**config.mk**
```make
export PLATFORM = sky130hd
export DESIGN_NAME = brb_ops
export DESIGN_NICKNAME = d
export VERILOG_FILES = /design/src/hdl/brb_pkg.sv /design/src/hdl/brb_ops.sv
export SDC_FILE = /design/constraint.sdc
export NUM_CORES = 1
export LEC_CHECK = 0
export BUFFER_PORTS_ARGS = -buffer_cell sky130_fd_sc_hd__buf_4
export CORE_MARGIN = 1.5
export CORE_UTILIZATION = 30
export DETAILED_ROUTE_END_ITERATION = 8
export PLACE_DENSITY = 0.48
export SYNTH_ARGS = -nofsm -noshare
export SYNTH_HDL_FRONTEND = slang
export SYNTH_SLANG_ARGS = --single-unit
```
**constraint.sdc**
```tcl
create_clock -name vclk -period 4.86
set_input_delay 0.243 -clock vclk [all_inputs]
set_output_delay 0.243 -clock vclk [all_outputs]
set_load 0.02 [all_outputs]
```
**src/hdl/brb_pkg.sv**
```systemverilog
// ----------------------------------------------------------------------------
// brb_pkg
// Shared constants, codes and request structures of the byte ring buffer.
// ----------------------------------------------------------------------------
package brb_pkg;

    localparam int DEPTH  = 1024;
    localparam int PTR_W  = $clog2(DEPTH);
    localparam int DATA_W = 8;
    localparam int OP_W   = 3;
    localparam int FLD_W  = 10;
    localparam int OUT_W  = 10;
    localparam int ST_W   = 2;
    localparam int CMP_W  = ((PTR_W > FLD_W) ? PTR_W : FLD_W) + 1;
    localparam int SUM_W  = CMP_W + 1;

    typedef enum logic [OP_W-1:0] {
        OP_PUSH   = 3'd0,
        OP_POP    = 3'd1,
        OP_PEEK   = 3'd2,
        OP_SKIP   = 3'd3,
        OP_STAGE  = 3'd4,
        OP_COMMIT = 3'd5,
        OP_CLEAR  = 3'd6
    } t_opcode;

    typedef enum logic [ST_W-1:0] {
        STS_OK        = 2'd0,
        STS_NO_DATA   = 2'd1,
        STS_NO_SPACE  = 2'd2
    } t_status;

    typedef enum logic {
        ST_IDLE,
        ST_WAIT
    } t_state;

    typedef struct packed {
        logic [PTR_W-1:0] head;
        logic [PTR_W-1:0] tail;
        logic [PTR_W-1:0] held;
    } t_ptr_state;

    typedef struct packed {
        logic              we;
        logic              re;
        logic [PTR_W-1:0]  addr;
        logic [DATA_W-1:0] wdata;
    } t_mem_req;

    typedef struct packed {
        logic [ST_W-1:0]  status;
        logic             rd_sel;
        logic [OUT_W-1:0] used;
        logic [OUT_W-1:0] free;
        logic [OUT_W-1:0] wroom;
        logic [OUT_W-1:0] rroom;
    } t_op_result;

    // position plus n, wrapping once; n stays below DEPTH where it is used
    function automatic logic [PTR_W-1:0] wrap_add(input logic [PTR_W-1:0] pos,
                                                  input logic [CMP_W-1:0] n);
        logic [SUM_W-1:0] sum;
        sum = SUM_W'(pos) + SUM_W'(n);
        if (sum >= SUM_W'(DEPTH)) begin
            sum = sum - SUM_W'(DEPTH);
        end
        return PTR_W'(sum);
    endfunction

endpackage

```
**src/hdl/brb_ops.sv**
```systemverilog
// ----------------------------------------------------------------------------
// brb_ops
// Operation decode: checks room, forms the memory request, the next
// positions and the status and room counts of one request.
// ----------------------------------------------------------------------------
module brb_ops (
    input  logic [brb_pkg::OP_W-1:0]   i_opcode,
    input  logic [brb_pkg::DATA_W-1:0] i_write_data,
    input  logic [brb_pkg::FLD_W-1:0]  i_amount,
    input  logic [brb_pkg::FLD_W-1:0]  i_offset,
    input  brb_pkg::t_ptr_state        i_ptr,
    output brb_pkg::t_ptr_state        o_ptr,
    output brb_pkg::t_mem_req          o_mem,
    output brb_pkg::t_op_result        o_res
);
    import brb_pkg::*;

    logic [PTR_W-1:0] free_cnt;
    logic [PTR_W-1:0] n_free;
    logic [CMP_W-1:0] held_c;
    logic [CMP_W-1:0] free_c;
    logic [CMP_W-1:0] amount_c;
    logic [CMP_W-1:0] offset_c;
    logic [CMP_W-1:0] offset_p1;
    t_ptr_state       nxt;
    logic [ST_W-1:0]  status;
    logic             rd_sel;
    logic [PTR_W-1:0] wroom;
    logic [PTR_W-1:0] rroom;

    assign free_cnt  = PTR_W'(DEPTH - 1) - i_ptr.held;
    assign held_c    = CMP_W'(i_ptr.held);
    assign free_c    = CMP_W'(free_cnt);
    assign amount_c  = CMP_W'(i_amount);
    assign offset_c  = CMP_W'(i_offset);
    assign offset_p1 = offset_c + CMP_W'(1);

    always_comb begin
        nxt         = i_ptr;
        status      = STS_OK;
        rd_sel      = 1'b0;
        o_mem.we    = 1'b0;
        o_mem.re    = 1'b0;
        o_mem.addr  = '0;
        o_mem.wdata = i_write_data;
        case (i_opcode)
            OP_PUSH: begin
                if (free_cnt == '0) begin
                    status = STS_NO_SPACE;
                end else begin
                    o_mem.we   = 1'b1;
                    o_mem.addr = wrap_add(i_ptr.tail, CMP_W'(1));
                    nxt.tail   = o_mem.addr;
                    nxt.held   = i_ptr.held + PTR_W'(1);
                end
            end
            OP_POP: begin
                if (i_ptr.held == '0) begin
                    status = STS_NO_DATA;
                end else begin
                    o_mem.re   = 1'b1;
                    rd_sel     = 1'b1;
                    o_mem.addr = wrap_add(i_ptr.head, CMP_W'(1));
                    nxt.head   = o_mem.addr;
                    nxt.held   = i_ptr.held - PTR_W'(1);
                end
            end
            OP_PEEK: begin
                if (offset_c >= held_c) begin
                    status = STS_NO_DATA;
                end else begin
                    o_mem.re   = 1'b1;
                    rd_sel     = 1'b1;
                    o_mem.addr = wrap_add(i_ptr.head, offset_p1);
                end
            end
            OP_SKIP: begin
                if (amount_c > held_c) begin
                    status = STS_NO_DATA;
                end else begin
                    nxt.head = wrap_add(i_ptr.head, amount_c);
                    nxt.held = i_ptr.held - PTR_W'(i_amount);
                end
            end
            OP_STAGE: begin
                if (offset_c >= free_c) begin
                    status = STS_NO_SPACE;
                end else begin
                    o_mem.we   = 1'b1;
                    o_mem.addr = wrap_add(i_ptr.tail, offset_p1);
                end
            end
            OP_COMMIT: begin
                if (amount_c > free_c) begin
                    status = STS_NO_SPACE;
                end else begin
                    nxt.tail = wrap_add(i_ptr.tail, amount_c);
                    nxt.held = i_ptr.held + PTR_W'(i_amount);
                end
            end
            OP_CLEAR: begin
                nxt = '0;
            end
            default: begin
                nxt = i_ptr;
            end
        endcase
    end

    assign n_free = PTR_W'(DEPTH - 1) - nxt.held;

    always_comb begin
        if (nxt.tail >= nxt.head) begin
            wroom = PTR_W'(DEPTH - 1) - nxt.tail;
            rroom = nxt.tail - nxt.head;
        end else begin
            wroom = nxt.head - nxt.tail - PTR_W'(1);
            rroom = PTR_W'(DEPTH - 1) - nxt.head;
        end
    end

    assign o_ptr        = nxt;
    assign o_res.status = status;
    assign o_res.rd_sel = rd_sel;
    assign o_res.used   = OUT_W'(nxt.held);
    assign o_res.free   = OUT_W'(n_free);
    assign o_res.wroom  = OUT_W'(wroom);
    assign o_res.rroom  = OUT_W'(rroom);

endmodule

```
# Word-level counts from Yosys, hierarchy flattened
# Index checks and enable logic that the tools add are counted.
# totals
ff_bits,0
output_inout_bits,93
# op_classes
add_sub_neg,24
order_cmp,11
eq_ne,6
muxes,36
reduce_logical,3
# op_table
op,n
10-bit two-way mux,14
"10-bit by 1-bit subtractor with 10-bit output, second input constant",8
10-bit case mux with 3 select lines,2
10-bit case mux with 5 select lines,1
"11-bit greater-or-equal comparator, second input constant",4
20-bit two-way mux,2
10-bit case mux with 4 select lines,1
"10-bit subtractor, first input constant",4
"10-bit by 1-bit adder with 11-bit output, second input constant",3
10-bit greater-or-equal comparator,3
10-bit subtractor,3
10-bit by 11-bit adder with 12-bit output,2
"12-bit by 11-bit greater-or-equal comparator with 1-bit output, second input constant",2
10-bit by 10-bit adder with 11-bit output,2
11-bit two-way mux,2
10-bit greater-than comparator,2
10-bit zero test,2
2-bit case mux with 6 select lines,1
"10-bit by 1-bit adder with 10-bit output, second input constant",1
10-bit adder,1
"3-bit equality test, second input constant",3
1-bit two-way mux,7
"3-bit by 2-bit equality test with 1-bit output, second input constant",2
2-bit two-way mux,3
3 further kinds,5

# Longest topological paths before layout
# depth
depth_word,8
mapped_depth,22

# Worst setup path after synthesis
# OpenSTA, ideal clock, no wires.
# synth_timing
path_type,input -> output
from,in i_ptr[0] (netlist bit)
to,out o_res[6] (netlist bit)
arrival_time_ns,4.436
t_required_ns,4.617
slack_ns,0.181
stages,22
path_buffers,2
path_cell_list,inv_1 > ha_1 > inv_1 > fa_1 > a21oi_1 > nand4b_1 > a21oi_1 > nor2_1 > nor2_1 > clkbuf_1 > nand2_1 > o221ai_1 > ha_1 > inv_1 > fa_1 > maj3_2 > a21bo_1 > a31oi_2 > a21oi_4 > buf_6 > nand2_1 > xor2_1
# synth_rtl
element,line,source
from (decl),brb_ops.sv:11,"input brb_pkg::t_ptr_state i_ptr,"
to (decl),brb_ops.sv:14,output brb_pkg::t_op_result o_res

==> run metrics <==
core area 19460 um^2; n_diodes 0; Leakage 3.585 nW; relative slew slack 52.10%; DR vias slightly below 7000; Slowest-stage cell, CP fa_1; Nets 1184; crit path buf inv count 4; Critical Path RT 4620 ps; final hold vios 0; Crit Path Class primary input to primary output; syn_nets 1027; post-route setup TNS 0 ps; final WL ~25000 um; CP top delay family adder cells; Sequential cell area 0 um^2; GPL Wtd Cong 0.9678; outcome complete, no violations; post-synthesis average cell area 6.882 um^2; Yosys top cell area share 20.22%; clock buffers 0; total design power 1.457 mW; Iter 0 DRT Violations ~570; via density per instance 5.400; Slew @ Worst Pin between 700 and 800 ps; total grt overflow 0; Fillers roughly 2100; post-route cell area 7589 um^2; Max-Cap Viols 0; first-pass GRT wire length 36920 um; CP max stage delay 400 ps; detailed placer's ending HPWL 21300 um; fin crit share 95.56%; max-slew violations 0; routed len/inst 19.17 um; vias in the first global route between 6000 and 7000; CP endpoint kind primary output; first-pass detailed-route iteration total 8; Post-Syn Area 5939 um^2; fmax about 0.22 GHz; leading area contributor after synthesis ha_1; fraction of layout cells with a size suffix above 1 around a quarter; critical path arrival 4400 ps; GRT Total Usage about 23%; IO Pins between 150 and 200; input/output buffers 138; Die X 143.7 um; largest net degree at the start of global routing 20; Max VDD drop 0.00007629 V; final critical-path required period 4644 ps; utilization after layout between 30% and 40%; initial antenna violation count 0; ANT nets after route 0; element type at the critical path start primary input; Pwr per Cell Area 191.9 nW/um^2; final setup fails 0; Warnings, synthesis 0; top cells by area, synth ha_1 20%, a21oi_1 7.3%, xnor2_1 7.1%; Max FO, Critical Path 7; sequential fraction of the synthesis area 0%; Placed Instance Area between 7000 and 8000 um^2; Min-Delay Path Class primary input to primary output; Hold-fix buffers, CTS 0; residual DRC count 0; Place WS roughly 160 ps; Starting Density 30.52%; FFs & Latches 0; final setup margin 216.0 ps; Synth Instances 863; RSZ-0062 raised after global routing false; area grow syn2layout 27.76%; post-synth cell types a little under 80; row count 51; Cell Chain, Critical Path buf_4 -> inv_1 -> ha_1 -> nor4_4 -> and4_1 -> a31oi_4 -> o21a_2 -> o21ai_0 -> nand2b_1 -> a31oi_2 -> ha_1 -> inv_1 -> fa_1 -> maj3_2 -> a21bo_1 -> a31oi_4 -> a21oi_2 -> nor3b_2 -> xnor2_1 -> buf_4; Die Area 20650 um^2; die height 143.7 um
==> Yosys cell counts, types with 4 or more instances <==
| library cell | instances |
|---|---|
| ha_1 | 96 |
| inv_1 | 88 |
| a21oi_1 | 87 |
| nand2_1 | 69 |
| nor2_1 | 67 |
| xnor2_1 | 48 |
| o21ai_0 | 38 |
| nand3_1 | 31 |
| xor2_1 | 31 |
| o21bai_1 | 25 |
| buf_4 | 22 |
| a21o_1 | 15 |
| clkbuf_1 | 14 |
| nor3_1 | 11 |
| o211ai_1 | 11 |
| o221ai_1 | 11 |
| o21ai_1 | 10 |
| a221o_1 | 9 |
| buf_2 | 9 |
| a211oi_1 | 8 |
| a22oi_1 | 8 |
| fa_1 | 7 |
| nor2b_1 | 7 |
| o21a_1 | 7 |
| o22ai_1 | 7 |
| and3_1 | 6 |
| mux2i_1 | 6 |
| nand4_1 | 6 |
| or2_2 | 6 |
| a221oi_1 | 5 |
| and2_1 | 5 |
| nor4_1 | 5 |
| or3_1 | 5 |
| a21boi_0 | 4 |
| a31oi_1 | 4 |
| maj3_1 | 4 |
| nand2b_1 | 4 |
==> cell type report <==
type | count | area (um^2) | share of cell area [%]
inverters | 91 | 341.6 | 4.501
multi-input cells | 724 | 5379 | 70.88
well taps | 265 | 331.6 | 4.369
repair buffers | 203 | 1536 | 20.25
==> metal layers <==
layer	vias up	GRT usage, %	routed length, um
met5	-	0	0
met4	0	1.772	183
met3	15	1.699	1889
met2	298	36.49	10600
met1	3213	35.43	11920
li1	3402	-	-
==> kinds of logic (layout without fill, tap and decap cells) <==
kind of cell,Yosys count,count (layout),synth area share [%]
mux,9,9,1.580
xor+xnor,79,79,11.65
compound gates,285,286,32.46
fa+ha+maj,108,108,23.45
simple gates,242,242,20.06
buf+inv,140,294,10.81
==> path summary, 6_finish.rpt <==
path  depth (start not counted)       startpoint  slack (ps)        end
max                          20      i_amount[3]         220  o_res[16]
min                           0  i_write_data[4]         490   o_mem[4]
==> power by group <==
group	switching, mW	total, mW	internal (mW)
registers	0	0	0
clock network	0	0	0
logic	0.834	1.46	0.623
==> cells in the final DEF, fill, tap and decap left out, types with 5 or more instances in the layout <==
master    netlist  routed
xor2_1         31      31
or3_1           5       5
mux2i_1         6       6
ha_1           96      96
xnor2_1        48      48
a221o_1         9       9
a211oi_1        8       7
nand4_1         6       6
o21ai_0        38      36
o21ai_1        10      12
nor2b_1         7       7
o21bai_1       25      25
nand3_1        31      30
or2_2           6       6
a21o_1         15      15
nand2_1        69      69
a22oi_1         8       8
o211ai_1       11      11
and3_1          6       6
o21a_1          7       7
a21oi_2         0       5
and2_1          5       5
o221ai_1       11      10
o22ai_1         7       7
nor3_1         11      11
inv_1          88      88
buf_4          22     202
a21oi_1        87      83
nor2_1         67      65
fa_1            7       7
==> per-stage QoR <==
| stage | hold slack [ps] | std cells |
|---|---|---|
| after global routing | 486.0 | 1283 |
| after floorplan | 598.6 | 863 |
| after global placement | 486.1 | 1280 |
| after detailed placement | 486.1 | 1280 |
| final | 486.0 | 1283 |
| after CTS | 486.1 | 1280 |
==> what timing repair did <==
action,CTS,global route
buffers inserted,0,2
gates resized for setup,0,16
endpoints found under the setup margin,0,20
Power figures use the tool's default switching activity.
